===== src/sv/bfiq_pkg.sv =====
// ----------------------------------------------------------------------------
// bfiq_pkg
// Shared types, constants and codes for the Bloom filter insert/query unit.
// ----------------------------------------------------------------------------
package bfiq_pkg;

  // Filter store geometry
  localparam int FilterBytes = 4096;
  localparam int AddrW       = $clog2(FilterBytes);

  // Configuration register widths
  localparam int ProbeW  = 8;
  localparam int SizeW   = 13;
  localparam int CfgIdxW = 1;
  localparam int CfgW    = SizeW;

  // Bit count of the filter (size * 8) and the remainder width
  localparam int DivW = SizeW + 3;

  // Hash constants
  localparam int           HashW     = 32;
  localparam logic [31:0]  HashSeed  = 32'h9747_B28C;
  localparam logic [31:0]  HashMul   = 32'h5BD1_E995;
  localparam int           MixShift  = 15;
  localparam int           DeltaRot  = 17;
  localparam int           MaxProbes = 30;
  localparam int           CntW      = $clog2(MaxProbes + 1);

  // Reset values of the configuration registers
  localparam logic [ProbeW-1:0] ProbeCountRst = ProbeW'(6);
  localparam logic [SizeW-1:0]  FilterSizeRst = SizeW'(FilterBytes);

  // Request op codes
  typedef enum logic [1:0] {
    OP_INSERT = 2'd0,
    OP_QUERY  = 2'd1,
    OP_CLEAR  = 2'd2
  } op_t;

  // Configuration register indexes
  typedef enum logic [CfgIdxW-1:0] {
    CFG_PROBE_COUNT = 1'b0,
    CFG_FILTER_SIZE = 1'b1
  } cfg_idx_t;

  // Sequencer states
  typedef enum logic [2:0] {
    ST_CLEAR,
    ST_IDLE,
    ST_MIX,
    ST_PREP,
    ST_DIV,
    ST_CHK,
    ST_DONE
  } state_t;

  // Input request payload
  typedef struct packed {
    logic [1:0]  op;
    logic [7:0]  key_byte;
    logic [15:0] key_length;
    logic        key_first;
    logic        key_last;
  } bfiq_in_t;

  // Result payload
  typedef struct packed {
    logic maybe_present;
    logic config_error;
  } bfiq_out_t;

  // Remainder unit status towards the sequencer
  typedef struct packed {
    logic            done;
    logic [DivW-1:0] rem;
  } bfiq_mod_res_t;

endpackage


===== src/sv/bfiq_mod_unit.sv =====
// ----------------------------------------------------------------------------
// bfiq_mod_unit
// Bit-serial remainder unit: 32-bit hash modulo the filter bit count,
// one dividend bit per cycle (restoring).
// ----------------------------------------------------------------------------
module bfiq_mod_unit (
  input  logic                           clk,
  input  logic                           rst_n,
  input  logic                           start,
  input  logic [bfiq_pkg::HashW-1:0]     dividend,
  input  logic [bfiq_pkg::DivW-1:0]      divisor,
  output bfiq_pkg::bfiq_mod_res_t        res
);
  import bfiq_pkg::*;

  localparam int StepW = $clog2(HashW);

  logic             busy_r, busy_nxt;
  logic             done_r, done_nxt;
  logic [StepW-1:0] cnt_r, cnt_nxt;
  logic [HashW-1:0] dvd_r, dvd_nxt;
  logic [DivW-1:0]  dvs_r, dvs_nxt;
  logic [DivW-1:0]  rem_r, rem_nxt;
  logic [DivW:0]    trial;
  logic [DivW:0]    dvs_ext;

  // One restoring step per cycle
  always_comb begin
    trial    = {rem_r, dvd_r[HashW-1]};
    dvs_ext  = {1'b0, dvs_r};
    busy_nxt = busy_r;
    done_nxt = 1'b0;
    cnt_nxt  = cnt_r;
    dvd_nxt  = dvd_r;
    dvs_nxt  = dvs_r;
    rem_nxt  = rem_r;
    if (start) begin
      busy_nxt = 1'b1;
      cnt_nxt  = '0;
      dvd_nxt  = dividend;
      dvs_nxt  = divisor;
      rem_nxt  = '0;
    end else if (busy_r) begin
      if (trial >= dvs_ext) begin
        rem_nxt = DivW'(trial - dvs_ext);
      end else begin
        rem_nxt = trial[DivW-1:0];
      end
      dvd_nxt = {dvd_r[HashW-2:0], 1'b0};
      cnt_nxt = cnt_r + StepW'(1);
      if (cnt_r == StepW'(HashW - 1)) begin
        busy_nxt = 1'b0;
        done_nxt = 1'b1;
      end
    end
  end

  // Control state
  always_ff @(posedge clk) begin
    if (!rst_n) begin
      busy_r <= 1'b0;
      done_r <= 1'b0;
    end else begin
      busy_r <= busy_nxt;
      done_r <= done_nxt;
    end
  end

  // Datapath
  always_ff @(posedge clk) begin
    cnt_r <= cnt_nxt;
    dvd_r <= dvd_nxt;
    dvs_r <= dvs_nxt;
    rem_r <= rem_nxt;
  end

  assign res.done = done_r;
  assign res.rem  = rem_r;

endmodule


===== config.mk =====
export PLATFORM = sky130hd
export DESIGN_NAME = bfiq_mod_unit
export DESIGN_NICKNAME = d
export VERILOG_FILES = /design/src/sv/bfiq_pkg.sv /design/src/sv/bfiq_mod_unit.sv
export SDC_FILE = /design/constraint.sdc
export NUM_CORES = 1
export LEC_CHECK = 0
export BUFFER_PORTS_ARGS = -buffer_cell sky130_fd_sc_hd__buf_2
export CELL_PAD_IN_SITES_DETAIL_PLACEMENT = 1
export CELL_PAD_IN_SITES_GLOBAL_PLACEMENT = 1
export CORE_MARGIN = 2
export CORE_UTILIZATION = 44
export DETAILED_ROUTE_END_ITERATION = 8
export PLACE_DENSITY = 0.85
export SYNTH_ARGS = -nofsm -noshare
export SYNTH_HDL_FRONTEND = slang
export SYNTH_SLANG_ARGS = --single-unit

===== constraint.sdc =====
create_clock -name clk -period 2.7 [get_ports clk]
set_input_delay 0.135 -clock clk [delete_from_list [all_inputs] [get_ports clk]]
set_output_delay 0.135 -clock clk [all_outputs]
set_load 0.005 [all_outputs]

== Word-level counts from Yosys, hierarchy flattened ==
Index checks and enable logic that the tools add are counted.
Cells by class
  muxes and demuxes: 7
  reductions and logical operators: 2
  eq/ne operators: 1
  magnitude comparators: 1
  $add $sub $neg: 2
  bitwise gates (word level): 2
Operators by type and width (count)
  $mux W32: 2
  $ge A17 B16 Y1: 1
  $mux W16: 1
  $sub A16 B16 Y16: 1
  $add A5 B1 Y5 const B: 1
  $eq A5 B5 Y1 const B: 1
  $mux W1: 4
  $reduce_or A3 Y1: 1
  $not A1 Y1: 2
  $reduce_bool A2 Y1: 1
Word-level totals
  bits of input ports: 51
  register bits after elaboration: 71
  logic and storage cells: 21
  output and inout bits: 17

== Depth between registers and ports, before layout ==
  word-level depth: 4
  mapped depth: 10
  depth with buffers taken out: 10

== Worst setup path before layout ==
OpenSTA, ideal clock, no wires.
  path type: register -> register
  from: register rem_r[3]
  to: register rem_r[2]
  setup slack: 0.530 ns
  arrival: 2.052 ns
  setup time: 0.117 ns
  cell stages (with the launch flop): 8
  data required time: 2.583 ns
  path buffers: 0
  clock period less this slack: 2.170 ns
  cells stage by stage: dfxtp_1 > ha_1 > a21oi_2 > nand2_2 > o21a_4 > o211a_4 > or3_1 > a32o_1
Between the ends
  word-level cells in the longest chain between the ends: 2
Ends and longest elaborated chain
  start: declaration: line bfiq_mod_unit.sv:23  | logic [DivW-1:0] rem_r, rem_nxt;
  start signal: assignment: line bfiq_mod_unit.sv:74  | rem_r <= rem_nxt;
  $ge A17 B16 Y1: line bfiq_mod_unit.sv:44  | if (trial >= dvs_ext) begin
  $mux W16: line bfiq_mod_unit.sv:44
Every way passes these cells.
A chain may end at the register's enable or synchronous reset.

== Final worst setup path ==
  from: register rem_r[7]
  to: register rem_r[2]
Same word-level chain as after synthesis.

==> qor.txt <==
status = finished clean
CP Class = reg2reg
CP startpoint kind = register
min cycle time layout = 2.53 ns
postcts setup bufs = 0
largest net degree at the start of global routing = 50
Sw Ratio = 26.5%
sequential cell area fraction in the yosys report = 49.4%
IO buf count = 67
Yosys Warn Count = 0
setup TNS = 0 ns
reg2reg path depth = 7
Worst Path Required = 2.94 ns
Mapped Avg Cell Area = 11.4 um^2
CTS Root Buffer Type = clkbuf_8
post-synthesis mux area share = 9.59%
final setup violation count = 0
Worst Hold Class = in2reg
Setup WS post-layout = 0.168 ns
Post-Synth XOR/XNOR Area = 2.73%
Hold Vio Cnt, Final = 0
Design Area, Final = 0.00470 mm^2
Critical Path AT = 2.77 ns
Boundary Pins = 68
most common cell in the netlist = edfxtp_1
CTS tree = built
pins over their slew limit = 0
Core Util, Final = 54.7%
RR Endpoint = rem_r[2]
CTS buffer count = 9
Mapped Area = 0.00385 mm^2
first-pass GRT wire length = 16.6 mm
DRT antenna net count = 0
worst rel slew slack = 50.8%
core area = 0.00859 mm^2
max-cap viol count = 0
worst skew pair latency = 0.35 ns
final wirelength = 9.86 mm
Starting Density = 44.8%
Die ar. = 0.00951 mm^2
combinational share of power = 17.0%
flops & latches, synth = 71
Synth Area in Simple Gates = 10.7%
Max VDD drop = 0.380 mV
detailed-route DRC error count = 0
Die X = 97.5 um
Worst R2R Setup Slack = 0.17 ns
CP Launch Point = rem_r[7]
Post-synth top cells = edfxtp_1 (48), mux2_2 (31), dfxtp_1 (23), nor2_1 (22), inv_1 (19)
Clock Sinks = 71
Diodes inserted = 0
top_reg_cell synth = edfxtp_1
f_max = 395 MHz
Clk pwr share = 35.2%
net count after synthesis = 409
sequential share of power = 47.8%
Total GRT Usage = 21.7%
Synth top area share = 37.5%
adder-cell share of the synthesized area = 6.37%
drt pass-1 iters = 6
cell internal pwr = 2.00 mW
Sw Pwr = 0.721 mW
crit-path max FO = 16
share of cells above drive strength 1 = 32.1%
initial antenna violation count = 0
WL/cell = 18.2 um
# rows = 34
Leak = 2.05 nW
combinational family with the most area after synthesis = compound AO/OA/AOI/OAI gates
Post-synth EDFFs = 48
Synth area leaders = edfxtp_1 (37%), dfxtp_1 (12%), mux2_2 (9.1%), ha_1 (5.9%), nor2_1 (2.1%)
Worst Skew = 0.0131 ns
Die Y = 97.5 um
GPL Wtd Cong = 0.884
Final #Nets = 498
Vias = 3067
RSZ-0062 raised after global routing = no
Hold Slack = 0.0117 ns
synthesis-to-finish area growth = 22.2%
period utilisation layout = 93.8%
ys async rst share = 0%
crit path to = rem_r[2]
area leader, netlist = edfxtp_1
worst-margin pin slew = 0.729 ns
clock buffer depth = 2
Synth Area in Compound Gates = 17.5%
post-DP HPWL = 7.10 mm
count of mapped cells out of synthesis = 339
First DRT Iteration DRCs = 151
critical path endpoint category = register
Clk pin slew, worst setup/hold paths = 0.08 ns
FF-to-FF Start = rem_r[7]
PwrDens = 578 mW/mm^2
# H-tree levels = 3
vias per cell = 5.67
placed cell area = 0.00432 mm^2
gr ovfl total = 0
library cells used by synthesis = 59
vias in the first global route = 3314
pre-CTS WS = 0.218 ns
placed cells by master, fill, tap and decap left out, drive strengths merged, types with 7 or more instances in the layout:
cell          n
buf          77
edfxtp       48
mux2         31
dfxtp        23
nor2         22
inv          20
nand2        19
ha           18
dlygate4sd3  16
a21oi        16
o21ai        12
nand3         9
clkbuf        9
o211ai        8
a21o          7
nand2b        7
a211oi        7
routing by layer:
metal / global-route usage (%) / part of all wire [%]
met5: 0 / 0
met1: 26.5 / 43
met2: 38.1 / 51
met4: 6.20 / 1.2
met3: 5.04 / 4.8
worst max-delay path: stages, from the launching register on:
cell and delay, ns:
dfxtp_1 0.35, ha_1 0.40, a211o_1 0.37, a21oi_4 0.19
a21oi_2 0.11, a21o_1 0.38, or3_1 0.38, a32o_1 0.25
cell families (layout without fill, tap and decap cells):
family / count (synthesis) / after routing
muxes: 33 / 33
xor gates and xnor gates: 12 / 12
buffers and inverters: 34 / 128
adders and majority gates: 19 / 19
and+or+nand+nor: 83 / 83
DFF: 71 / 71
AOI/OAI and AO/OA: 87 / 87
power groups by stage:
stage	logic, mW	clock network, mW	registers [mW]
finish	0.463	0.957	1.30
CTS	0.462	0.981	1.30
floorplan	0.306	0	1.31
global route	0.509	1.01	1.31
global placement	0.420	0	1.32
detailed placement	0.439	0	1.32
registers in the layout, indices dropped and copies added, names as in the netlist:
signal,flops
dvd_r,32
dvs_r,16
rem_r,16
cnt_r,5
busy_r,1
done_r,1
how the worst min path moves through the flow:
stage | startpoint | to | slack [ns] | cells past startpoint
after floorplan | divisor[0] | dvs_r[0] | 0.23 | 0
after global placement | divisor[5] | dvs_r[5] | 0.31 | 1
after detailed placement | divisor[13] | dvs_r[13] | 0.31 | 1
after CTS | rst_n | busy_r | 0.001 | 2
after global routing | rst_n | busy_r | 0.01 | 2
final | rst_n | busy_r | 0.01 | 2
stage by stage:
step | total power, mW | cells
2_1_floorplan | 1.62 | 339
3_3_place_gp | 1.74 | 509
3_5_place_dp | 1.76 | 509
4_1_cts | 2.74 | 541
5_1_grt | 2.83 | 541
6_report | 2.72 | 541
repair_timing:
item,in CTS,in global routing
hold buffers,16,0
endpoints found under the setup margin,0,0
resized for setup,0,0
endpoints found under the hold margin,16,0
layout make-up:
type | count | area [um^2]
Sequential cell | 71 | 1900
Inverter | 19 | 71.3
Fill cell | 959 | 3890
Tap cell | 108 | 135
Multi-Input combinational cell | 234 | 1810
Clock buffer | 9 | 124
Timing Repair Buffer | 93 | 571
Clock inverter | 7 | 95.1
Power figures use the tool's default switching activity.
